===== src/hdl/lmst_pkg.sv =====
package lmst_pkg;

   localparam int MATRIX_COLUMNS = 8;
   localparam int COL_W = 3;
   localparam int CMD_DEPTH = 2;
   localparam int RSP_DEPTH = 4;
   localparam int RSP_LEVEL_W = 3;
   localparam logic [7:0] TEXT_WIDTH_RESET = 8'd8;

   localparam logic CMD_LOAD = 1'b0;
   localparam logic CMD_TICK = 1'b1;

   typedef struct packed {
      logic       cmd;
      logic [7:0] column_index;
      logic [7:0] column_bits;
   } req_type;

   typedef struct packed {
      logic [3:0] reg_address;
      logic [7:0] reg_data;
      logic       last;
   } rsp_type;

endpackage


===== src/hdl/lmst_fifo.sv =====
module lmst_fifo #(
   parameter int WIDTH = 8,
   parameter int DEPTH = 4
) (
   input  logic                       clock,
   input  logic                       reset,
   input  logic                       push,
   input  logic [WIDTH-1:0]           push_data,
   output logic                       full,
   input  logic                       pop,
   output logic [WIDTH-1:0]           pop_data,
   output logic                       empty,
   output logic [$clog2(DEPTH+1)-1:0] level
);
   localparam int AW = (DEPTH > 1) ? $clog2(DEPTH) : 1;
   localparam int LW = $clog2(DEPTH+1);

   logic [WIDTH-1:0] store_ff [DEPTH];
   logic [AW-1:0]    head_ff, head_in;
   logic [AW-1:0]    tail_ff, tail_in;
   logic [LW-1:0]    count_ff, count_in;
   logic             do_push, do_pop;

   assign full     = (count_ff == LW'(DEPTH));
   assign empty    = (count_ff == '0);
   assign level    = count_ff;
   assign pop_data = store_ff[head_ff];
   assign do_push  = push && !full;
   assign do_pop   = pop && !empty;

   always_comb begin
      head_in  = head_ff;
      tail_in  = tail_ff;
      count_in = count_ff;
      if (do_push) begin
         tail_in = (tail_ff == AW'(DEPTH-1)) ? '0 : tail_ff + 1'b1;
      end
      if (do_pop) begin
         head_in = (head_ff == AW'(DEPTH-1)) ? '0 : head_ff + 1'b1;
      end
      if (do_push && !do_pop) begin
         count_in = count_ff + 1'b1;
      end else if (do_pop && !do_push) begin
         count_in = count_ff - 1'b1;
      end
   end

   always_ff @(posedge clock) begin
      if (reset) begin
         head_ff  <= '0;
         tail_ff  <= '0;
         count_ff <= '0;
      end else begin
         head_ff  <= head_in;
         tail_ff  <= tail_in;
         count_ff <= count_in;
      end
   end

   always_ff @(posedge clock) begin
      if (do_push) begin
         store_ff[tail_ff] <= push_data;
      end
   end

endmodule


===== src/hdl/lmst_engine.sv =====
module lmst_engine #(
   parameter int TEXT_COLUMNS = 256
) (
   input  logic                                clock,
   input  logic                                reset,
   input  logic                                csr_write_enable,
   input  logic [7:0]                          csr_write_data,
   input  logic                                cmd_empty,
   input  lmst_pkg::req_type                   cmd_item,
   output logic                                cmd_pop,
   input  logic [lmst_pkg::RSP_LEVEL_W-1:0]    rsp_level,
   output logic                                rsp_push,
   output lmst_pkg::rsp_type                   rsp_item
);
   import lmst_pkg::*;

   localparam int AW = (TEXT_COLUMNS > 1) ? $clog2(TEXT_COLUMNS) : 1;

   typedef enum logic {ST_IDLE, ST_SCAN} state_type;

   state_type         state_ff, state_in;
   logic [7:0]        text_width_ff;
   logic [7:0]        start_ff, start_in;
   logic [7:0]        vis_ff, vis_in;
   logic [7:0]        lead_ff, lead_in;
   logic [COL_W-1:0]  x_ff, x_in;
   logic [COL_W-1:0]  rd_x_ff, rd_x_in;
   logic              rd_pend_ff, rd_pend_in;
   logic              rd_hit_ff, rd_hit_in;
   logic [TEXT_COLUMNS-1:0] valid_ff;
   logic [7:0]        text_mem_ff [TEXT_COLUMNS];
   logic [7:0]        rd_data_ff;

   logic [7:0]        adv_start, adv_vis, adv_lead;
   logic [8:0]        limit;
   logic [7:0]        pos;
   logic              in_store, blank, room, issue;
   logic              load_go;
   logic [AW-1:0]     rd_addr, wr_addr;

   // scroll state update for one tick
   always_comb begin
      adv_start = start_ff;
      adv_vis   = vis_ff;
      adv_lead  = lead_ff;
      if (lead_ff != 8'd0) begin
         adv_lead = lead_ff - 8'd1;
         adv_vis  = vis_ff + 8'd1;
      end else begin
         adv_start = start_ff + 8'd1;
      end
      if ({1'b0, adv_start} + 9'(MATRIX_COLUMNS) >= {1'b0, text_width_ff}) begin
         adv_vis = adv_vis - 8'd1;
      end
      if (adv_start == text_width_ff) begin
         adv_start = 8'd0;
         adv_vis   = 8'd0;
         adv_lead  = 8'(MATRIX_COLUMNS);
      end
   end

   // window for the column being read
   assign limit    = {1'b0, vis_ff} + {1'b0, lead_ff};
   assign pos      = start_ff + 8'(x_ff) - lead_ff;
   assign in_store = ({1'b0, pos} < 9'(TEXT_COLUMNS));
   assign blank    = ({6'd0, x_ff} > limit) || ({5'd0, x_ff} < lead_ff);
   assign rd_addr  = pos[AW-1:0];
   assign wr_addr  = cmd_item.column_index[AW-1:0];

   assign room    = ({1'b0, rsp_level} + {{RSP_LEVEL_W{1'b0}}, rd_pend_ff})
                    < (RSP_LEVEL_W+1)'(RSP_DEPTH);
   assign issue   = (state_ff == ST_SCAN) && room;
   assign cmd_pop = (state_ff == ST_IDLE) && !cmd_empty;
   assign load_go = cmd_pop && (cmd_item.cmd == CMD_LOAD) &&
                    ({1'b0, cmd_item.column_index} < 9'(TEXT_COLUMNS));

   always_comb begin
      state_in   = state_ff;
      start_in   = start_ff;
      vis_in     = vis_ff;
      lead_in    = lead_ff;
      x_in       = x_ff;
      rd_x_in    = rd_x_ff;
      rd_pend_in = 1'b0;
      rd_hit_in  = rd_hit_ff;
      unique case (state_ff)
         ST_IDLE: begin
            if (cmd_pop && cmd_item.cmd == CMD_TICK) begin
               start_in = adv_start;
               vis_in   = adv_vis;
               lead_in  = adv_lead;
               x_in     = '0;
               state_in = ST_SCAN;
            end
         end
         ST_SCAN: begin
            if (issue) begin
               rd_pend_in = 1'b1;
               rd_x_in    = x_ff;
               rd_hit_in  = !blank && in_store && valid_ff[rd_addr];
               x_in       = x_ff + 1'b1;
               if (x_ff == COL_W'(MATRIX_COLUMNS-1)) begin
                  state_in = ST_IDLE;
               end
            end
         end
         default: state_in = ST_IDLE;
      endcase
   end

   always_ff @(posedge clock) begin
      if (reset) begin
         state_ff   <= ST_IDLE;
         start_ff   <= 8'd0;
         vis_ff     <= 8'd0;
         lead_ff    <= 8'(MATRIX_COLUMNS);
         x_ff       <= '0;
         rd_x_ff    <= '0;
         rd_pend_ff <= 1'b0;
         rd_hit_ff  <= 1'b0;
      end else begin
         state_ff   <= state_in;
         start_ff   <= start_in;
         vis_ff     <= vis_in;
         lead_ff    <= lead_in;
         x_ff       <= x_in;
         rd_x_ff    <= rd_x_in;
         rd_pend_ff <= rd_pend_in;
         rd_hit_ff  <= rd_hit_in;
      end
   end

   always_ff @(posedge clock) begin
      if (reset) begin
         text_width_ff <= TEXT_WIDTH_RESET;
      end else if (csr_write_enable) begin
         text_width_ff <= csr_write_data;
      end
   end

   // unwritten entries read as zero
   always_ff @(posedge clock) begin
      if (reset) begin
         valid_ff <= '0;
      end else if (load_go) begin
         valid_ff[wr_addr] <= 1'b1;
      end
   end

   always_ff @(posedge clock) begin
      if (load_go) begin
         text_mem_ff[wr_addr] <= cmd_item.column_bits;
      end
   end

   always_ff @(posedge clock) begin
      rd_data_ff <= text_mem_ff[rd_addr];
   end

   assign rsp_push             = rd_pend_ff;
   assign rsp_item.reg_address = 4'(MATRIX_COLUMNS) - {1'b0, rd_x_ff};
   assign rsp_item.reg_data    = rd_hit_ff ? rd_data_ff : 8'd0;
   assign rsp_item.last        = (rd_x_ff == COL_W'(MATRIX_COLUMNS-1));

   a_push_has_room: assert property (@(posedge clock) disable iff (reset)
      rsp_push |-> (rsp_level < RSP_LEVEL_W'(RSP_DEPTH)))
      else $error("result pushed into full queue");

   a_no_pop_in_scan: assert property (@(posedge clock) disable iff (reset)
      (state_ff == ST_SCAN) |-> !cmd_pop)
      else $error("item taken during refresh");

   a_lead_bound: assert property (@(posedge clock) disable iff (reset)
      lead_ff <= 8'(MATRIX_COLUMNS))
      else $error("lead offset out of range");

   a_last_ends_scan: assert property (@(posedge clock) disable iff (reset)
      (rsp_push && rsp_item.last) |-> (state_ff == ST_IDLE || x_ff == '0))
      else $error("refresh continues past last write");

endmodule


===== src/hdl/led_matrix_scroll_text.sv =====
// channel   ports                              direction  item
// req       req_push, req_full, req_data       in         load column / scroll tick
// rsp       rsp_empty, rsp_pop, rsp_data       out        display register write
// csr       csr_write_enable, csr_write_data   in         text width
//
// A load is written to the text store as the engine takes it; a tick steps the scroll
// state and then makes eight display writes, one per read of the single text store
// read port. Reset is synchronous and clears the store at once through per-entry
// valid bits. A full result queue stalls the engine; a busy engine backs up the
// two-entry item queue, which then raises req_full.
module led_matrix_scroll_text #(
   parameter int TEXT_COLUMNS = 256
) (
   input  logic              clock,
   input  logic              reset,
   input  logic              req_push,
   input  lmst_pkg::req_type req_data,
   output logic              req_full,
   output logic              rsp_empty,
   input  logic              rsp_pop,
   output lmst_pkg::rsp_type rsp_data,
   input  logic              csr_write_enable,
   input  logic [7:0]        csr_write_data
);
   import lmst_pkg::*;

   logic                   cmd_empty, cmd_pop;
   logic [$bits(req_type)-1:0] cmd_raw;
   req_type                cmd_item;
   logic                   rsp_push;
   rsp_type                rsp_item;
   logic [$bits(rsp_type)-1:0] rsp_raw;
   logic [RSP_LEVEL_W-1:0] rsp_level;

   assign cmd_item = req_type'(cmd_raw);
   assign rsp_data = rsp_type'(rsp_raw);

   lmst_fifo #(
      .WIDTH ($bits(req_type)),
      .DEPTH (CMD_DEPTH)
   ) u_cmd_queue (
      .clock     (clock),
      .reset     (reset),
      .push      (req_push),
      .push_data (req_data),
      .full      (req_full),
      .pop       (cmd_pop),
      .pop_data  (cmd_raw),
      .empty     (cmd_empty),
      .level     ()
   );

   lmst_engine #(
      .TEXT_COLUMNS (TEXT_COLUMNS)
   ) u_engine (
      .clock            (clock),
      .reset            (reset),
      .csr_write_enable (csr_write_enable),
      .csr_write_data   (csr_write_data),
      .cmd_empty        (cmd_empty),
      .cmd_item         (cmd_item),
      .cmd_pop          (cmd_pop),
      .rsp_level        (rsp_level),
      .rsp_push         (rsp_push),
      .rsp_item         (rsp_item)
   );

   lmst_fifo #(
      .WIDTH ($bits(rsp_type)),
      .DEPTH (RSP_DEPTH)
   ) u_rsp_queue (
      .clock     (clock),
      .reset     (reset),
      .push      (rsp_push),
      .push_data (rsp_item),
      .full      (),
      .pop       (rsp_pop),
      .pop_data  (rsp_raw),
      .empty     (rsp_empty),
      .level     (rsp_level)
   );

endmodule


===== config.mk =====
export PLATFORM = sky130hd
export DESIGN_NAME = led_matrix_scroll_text
export DESIGN_NICKNAME = d
export VERILOG_FILES = /design/src/hdl/lmst_pkg.sv /design/src/hdl/lmst_fifo.sv /design/src/hdl/lmst_engine.sv /design/src/hdl/led_matrix_scroll_text.sv
export SDC_FILE = /design/constraint.sdc
export NUM_CORES = 2
export LEC_CHECK = 0
export BUFFER_PORTS_ARGS = -buffer_cell sky130_fd_sc_hd__clkbuf_2
export CAP_MARGIN = 0
export CORE_ASPECT_RATIO = 0.9
export CORE_MARGIN = 2
export CORE_UTILIZATION = 60
export DETAILED_ROUTE_END_ITERATION = 8
export PLACE_DENSITY = 0.76
export SYNTH_ARGS = -nofsm -noshare
export SYNTH_HDL_FRONTEND = slang
export SYNTH_HIERARCHICAL = 1
export SYNTH_SLANG_ARGS = --single-unit

===== constraint.sdc =====
create_clock -name clock -period 4.5 [get_ports clock]
set_input_delay 0.9 -clock clock [delete_from_list [all_inputs] [get_ports clock]]
set_output_delay 0.9 -clock clock [all_outputs]
set_load 0.02 [all_outputs]

Yosys cells after proc, flatten, opt, wreduce, memory -nomap -nowiden
Memory sizes are Yosys's and may differ from the RTL's. A register that Yosys moved wholly into a read port is not among the register bits.
Index checks and enable logic that the tools add are counted.
{"block": "op_classes", "magnitude_cmp": 7, "n_bitwise": 3, "n_reduce_logical": 35, "add_sub_neg": 19, "n_eq_ne": 9, "muxes": 38}
{"operator": "256-bit OR", "count": 1}
{"operator": "8-bit two-way mux", "count": 8}
{"operator": "8-bit by 9-bit < comparator with 1-bit output, second input constant", "count": 2}
{"operator": "8-bit by 1-bit adder with 8-bit output, second input constant", "count": 2}
{"operator": "1-bit two-way mux", "count": 16}
{"operator": "8-bit by 1-bit subtractor with 8-bit output, second input constant", "count": 2}
{"operator": "1-bit logical AND", "count": 14}
{"operator": "2-bit two-way mux", "count": 6}
{"operator": "3-bit two-way mux", "count": 4}
{"operator": "8-bit by 4-bit adder with 9-bit output, second input constant", "count": 1}
{"operator": "8-bit by 8-bit adder with 9-bit output", "count": 1}
{"operator": "3-bit equality test, second input constant", "count": 3}
{"operator": "9-bit by 8-bit greater-or-equal comparator with 1-bit output", "count": 1}
{"operator": "3-bit by 9-bit > comparator with 1-bit output", "count": 1}
{"operator": "1-bit logical NOT", "count": 9}
{"operator": "8-bit by 3-bit adder with 8-bit output", "count": 1}
{"operator": "1-bit binary-select mux with 8-bit select", "count": 1}
{"operator": "1-bit demux with 8-bit select", "count": 1}
{"operator": "8-bit equality test", "count": 1}
{"operator": "8-bit by 1-bit greater-or-equal comparator with 1-bit output, second input constant", "count": 1}
{"operator": "3-bit by 8-bit < comparator with 1-bit output", "count": 1}
{"operator": "8-bit nonzero test", "count": 1}
{"operator": "8-bit subtractor", "count": 1}
{"operator": "2-bit by 1-bit adder with 2-bit output, second input constant", "count": 3}
{"operator": "other kinds (19)", "count": 29}
{"block": "word_totals", "reg_bits": 308, "mem_bits_rw": 2134, "out_inout_bits": 15, "inputBits": 30, "n_memories": 3}
{"memory": "u_engine.text_mem_ff", "words": 256, "width": 8, "read_ports": 1, "rd_clocked_by_memory_dff": 1, "wr": 1, "line": "lmst_engine.sv:31", "rtl": "logic [7:0] text_mem_ff [TEXT_COLUMNS];"}
{"memory": "u_rsp_queue.store_ff", "words": 4, "width": 13, "read_ports": 1, "rd_clocked_by_memory_dff": 1, "wr": 1, "line": "lmst_fifo.sv:18", "rtl": "logic [WIDTH-1:0] store_ff [DEPTH];"}
{"memory": "u_cmd_queue.store_ff", "words": 2, "width": 17, "read_ports": 1, "rd_clocked_by_memory_dff": 1, "wr": 1, "line": "lmst_fifo.sv:18"}

Logic depth before layout (Yosys ltp)
{"block": "depth", "depth_word": 7, "ltp_mapped": 17, "ltp_nobuf": 16}

By module
Netlist, hierarchy kept.
{"module": "lmst_engine", "seq_area_each_um2": 67604.8, "area_per_inst_um2": 91974.5, "cells_each": 4482, "instances": 1}
{"module": "lmst_fifo at u_rsp_queue", "seq_area_each_um2": 1741.7, "area_per_inst_um2": 2361.0, "cells_each": 117, "instances": 1}
{"module": "lmst_fifo at u_cmd_queue", "seq_area_each_um2": 1121.1, "area_per_inst_um2": 1442.6, "cells_each": 78, "instances": 1}

Worst setup path before layout
Ideal clock, no wire load.
{"block": "synth_path", "path_kind": "register to register", "start": "register u_engine.lead_ff[1]", "end": "register u_engine.vis_ff[4]", "setup_slack_ns": 0.409, "period_less_slack_ns": 4.091, "path_buffers": 1, "t_required_ns": 4.426, "t_arrival_ns": 4.017, "path_stages_with_launch": 17, "cell_sequence": "dfxtp_1 inv_1 ha_1 or3b_1 buf_2 or4_1 nand2_1 ha_1 ha_1 a21o_1 a211o_1 a41oi_1 o21bai_1 o21ai_0 a211oi_1 or4b_1 a31oi_1"}
{"block": "synth_via", "elab_chain_cells": 6, "elab_cells_between_ends": 9, "cone_classes": "2 x add/sub; 1 x order compare; 1 x eq/ne; 4 x mux; 1 x reduce/logical"}
{"item": "start: declaration", "line": "lmst_engine.sv:25", "rtl": "logic [7:0] lead_ff, lead_in;"}
{"item": "start signal: assignment", "line": "lmst_engine.sv:116", "rtl": "lead_ff <= 8'(MATRIX_COLUMNS);"}
{"item": "start signal: assignment", "line": "lmst_engine.sv:125", "rtl": "lead_ff <= lead_in;"}
{"item": "8-bit nonzero test *", "line": "lmst_engine.sv:46", "rtl": "if (lead_ff != 8'd0) begin"}
{"item": "8-bit two-way mux", "line": "lmst_engine.sv:46"}
{"item": "8-bit by 4-bit adder with 9-bit output", "line": "lmst_engine.sv:52", "rtl": "if ({1'b0, adv_start} + 9'(MATRIX_COLUMNS) >= {1'b0, text_width_ff}) begin"}
{"item": "9-bit by 8-bit greater-or-equal comparator with 1-bit output", "line": "lmst_engine.sv:52"}
{"item": "8-bit two-way mux", "line": "lmst_engine.sv:52"}
{"item": "8-bit two-way mux *", "line": "lmst_engine.sv:55", "rtl": "if (adv_start == text_width_ff) begin"}
{"item": "end signal: assignment", "line": "lmst_engine.sv:124", "rtl": "vis_ff <= vis_in;"}
{"item": "end: declaration", "line": "lmst_engine.sv:24", "rtl": "logic [7:0] vis_ff, vis_in;"}
Mark *: on every way between the ends. The rest lies on a longest branch, timed or not.
A chain may end at the register's enable or synchronous reset.

Worst setup path after layout
{"block": "layout_path", "start": "register u_engine.x_ff[0]", "end": "register u_engine.rd_hit_ff"}
{"block": "layout_via", "elab_chain_cells": 5, "elab_cells_between_ends": 9, "cone_classes": "2 x add/sub; 2 x order compare; 2 x mux; 3 x reduce/logical"}
{"item": "start: declaration", "line": "lmst_engine.sv:26", "rtl": "logic [COL_W-1:0] x_ff, x_in;"}
{"item": "start signal: assignment", "line": "lmst_engine.sv:126", "rtl": "x_ff <= x_in;"}
{"item": "8-bit by 3-bit adder with 8-bit output", "line": "lmst_engine.sv:64", "rtl": "assign pos = start_ff + 8'(x_ff) - lead_ff;"}
{"item": "8-bit subtractor", "line": "lmst_engine.sv:64"}
{"item": "1-bit binary-select mux with 8-bit select", "line": "lmst_engine.sv:100", "rtl": "rd_hit_in = !blank && in_store && valid_ff[rd_addr];"}
{"item": "1-bit two-way mux (implied by the code)", "line": "lmst_engine.sv:100"}
{"item": "1-bit logical AND *", "line": "lmst_engine.sv:100"}
{"item": "end signal: assignment", "line": "lmst_engine.sv:129", "rtl": "rd_hit_ff <= rd_hit_in;"}
{"item": "end: declaration", "line": "lmst_engine.sv:29", "rtl": "logic rd_hit_ff, rd_hit_in;"}
Mark *: on every way between the ends. The rest lies on a longest branch, timed or not. The select of a mux whose other input is x is not followed.

==> reports/results.ini <==
[status]
status = completed

[floorplanning]
core_area_um2 = 159000
start_util_pct = 60.25
io_pins = 45
fp-row-count = 139
die-area_um2 = 162800
die_x_um = 425.2
die-height_um = 383.0

[synth]
synth_most_common_cell = edfxtp_1
synth-compound-area-share_pct = 2.368
synth-xor-area-share_pct = 0.3475
synth.area.mux_share_pct = 18.94
synthArstFlopShare_pct = 0
syn_nets = 4762
synthAdderAreaFrac_pct = 0.7577
synth_top_area_cell = edfxtp_1
ys_seq_elements = 2453
synth_area_um2 = 95780
netlist_top_cells_count = edfxtp_1, mux4_2, nor2_1
yosys-top-cells-area = edfxtp_1, mux4_2, dfxtp_1
synth_area_per_cell_um2 = 20.48
synth_top_cell_area_share_pct = 66.91
synth-edff-count = 2134
synth_warnings = 6
synth-main-ff-cell = edfxtp_1
synthDistinctLibCells = 73
synth_top_family_by_area = multiplexers
synth_cells = 4677
synth_seq_area_share_pct = 73.57
synth-simple-area-share_pct = 2.775

[timing]
worst_slew_pin_slew_ps = 1272
fin_ws_ps = 90.91
slew_headroom_pct = 15.17
min_period_over_period_pct = 97.98
tns_ps = 0
drv_slew = 0
skew_ps = 30.63
hold_viol = 0
rsz0062_at_grt = false
setup_viol = 0
worst_hold_slack_ps = 230.7
fmax_ghz = 0.2268
min_period_ps = 4409

[setup_path]
r2r_slack_ps = 90
cp_data_arrival_time_ps = 5150
crit_path_end_kind = flop
critPathMaxStageDelay_ps = 580
crit_path_top_delay_cell = fa_4
worstPathRequired_ps = 5240
path_class = reg2reg
cp-start-kind = flop
cp_max_fo = 12
path_cells = inv_1 -> ha_1 -> inv_1 -> ha_4 -> fa_4 -> a211oi_1 -> nor2_1 -> xor2_4 -> buf_12 -> mux4_2 -> mux2i_1 -> mux2i_1 -> a41oi_1 -> nand3_1

[cells_and_area]
fin_nets = 5133
drive_gt1_share_pct = 29.49
multi_input_area_um2 = 24410
fillers = 9588
area_delta_synth_final_pct = 13.38
design_area_um2 = 108600
ff_latch_area_um2 = 70470
layoutNonFillerInstCount = 7364

[global_route]
grt-ovfl-total = 0
grt_max_degree = 171
antenna_found_initial = 8
grt_pass1_wl_um = 337200
grt_pass1_vias = 48780
grtUsageTotal_pct = 28.71

[place]
place_area_um2 = 101200
pre_cts_ws_ps = 80.04
dp_hpwl_um = 139800
dp_cells = 6938
io_buffers = 44
routabilityCongestion = 0.8649

[detailed_routing]
drc = 0
routed_wl_um = 231100
drt_iter0_drc = 6448
wl_per_cell_um = 31.38
vias = 49240
drt-vias-per-instance = 6.687
postRouteAntennaNets = 0
dr.pass1.iters = 6

[pwr]
vdd_drop_max_mv = 0.8426
p_per_area_nw_per_um2 = 756.6
p_leak_nw = 35.30

[cts]
htreeDepth = 4
clk_pin_slew_ps = 70
cts_made_buffers = 222
cts-root-buf = clkbuf_16
clock_path_buffers = 3
cts_sinks = 2453
worstSkewPairLatency_ps = 870
cts_tree = built

[min_path]
worstHoldPathType = in2reg

[run]
max-cap-violations = 0

## cells in the final DEF, fill, tap and decap left out, types with 49 or more instances in the layout
cell type	count
edfxtp_1	2134
o21a_1	197
mux4_2	725
clkbuf_1	58
mux2i_1	138
clkbuf_16	224
nor2_1	423
dfxtp_1	319
clkinv_2	49
buf_4	317
ha_1	49
## flip-flops by register name (all words and copies together), names as in the netlist, 2 cells and up, named ones only
signal / flops
u_engine/text_mem_ff: 2048
u_engine/valid_ff: 256
u_rsp_queue/store_ff: 52
u_cmd_queue/store_ff: 34
u_engine/lead_ff: 8
u_engine/rd_data_ff: 8
u_engine/start_ff: 8
u_engine/text_width_ff: 8
u_engine/vis_ff: 8
u_engine/rd_x_ff: 3
u_engine/x_ff: 3
u_rsp_queue/level: 3
u_cmd_queue/level: 2
u_rsp_queue/head_ff: 2
u_rsp_queue/tail_ff: 2
## layer usage
| layer | up-vias | part of all wire [%] | global-route usage (%) |
|---|---|---|---|
| met5 | - | 0.025 | 0 |
| met4 | 8 | 2.8 | 8.583 |
| met3 | 386 | 10 | 6.092 |
| met2 | 2869 | 48 | 44.53 |
| met1 | 26080 | 39 | 41.84 |
| li1 | 19910 | - | - |
## timing repair
action | in CTS | in global routing
hold buffers | 0 | 0
endpoints found under the setup margin | 0 | 9
gates resized for setup | 0 | 11
buffers inserted | 0 | 0
## power breakdown
part | internal [mW] | switching, mW
combinational | 16.3 | 19.9
sequential | 27.0 | 0.200
clock | 10.6 | 8.29
total | 53.8 | 28.4
## final cells by class
class,instances,share of cell area [%]
tap,2115,2.437
antenna,4,0.009217
inverter,44,0.1636
sequential,2453,64.89
timing repair buffer,409,3.295
clock buffer,298,5.554
clock inverter,123,1.174
multi-input combinational,1918,22.48
## logic make-up (layout without fill, tap and decap cells)
| family | count (synthesis) | after routing |
|---|---|---|
| DFF | 2453 | 2453 |
| and+or+nand+nor | 609 | 609 |
| xor gates and xnor gates | 38 | 38 |
| AOI/OAI and AO/OA | 314 | 314 |
| muxes | 902 | 902 |
| other | 0 | 4 |
| adders and majority gates | 55 | 55 |
| buffers and inverters | 306 | 874 |
## metrics by stage
stage | power [mW] | util, %
6_report | 82.17 | 68.32
5_1_grt | 84.67 | 68.31
4_1_cts | 82.11 | 68.27
3_5_place_dp | 63.13 | 63.67
3_3_place_gp | 62.66 | 63.67
2_1_floorplan | 50.05 | -
## critical path, delay by kind of cell, from the launching register on
| kind | cells | cell delay, ps |
|---|---|---|
| muxes | 3 | 1280 |
| buffers and inverters | 3 | 370 |
| xor gates and xnor gates | 1 | 200 |
| AOI/OAI and AO/OA | 2 | 690 |
| DFF | 1 | 400 |
| and+or+nand+nor | 2 | 290 |
| adders and majority gates | 3 | 1020 |
## final timing paths
path | from | endpoint | depth (start not counted)
worst max register to register | u_engine/x_ff[0] | u_engine/rd_hit_ff | 14
worst min-delay path | req_data[16] | u_cmd_queue/store_ff[0][16] | 1
worst max-delay path | u_engine/x_ff[0] | u_engine/rd_hit_ff | 14
worst min register to register | u_engine/valid_ff[155] | u_engine/valid_ff[155] | 1
Power figures use the tool's default switching activity.
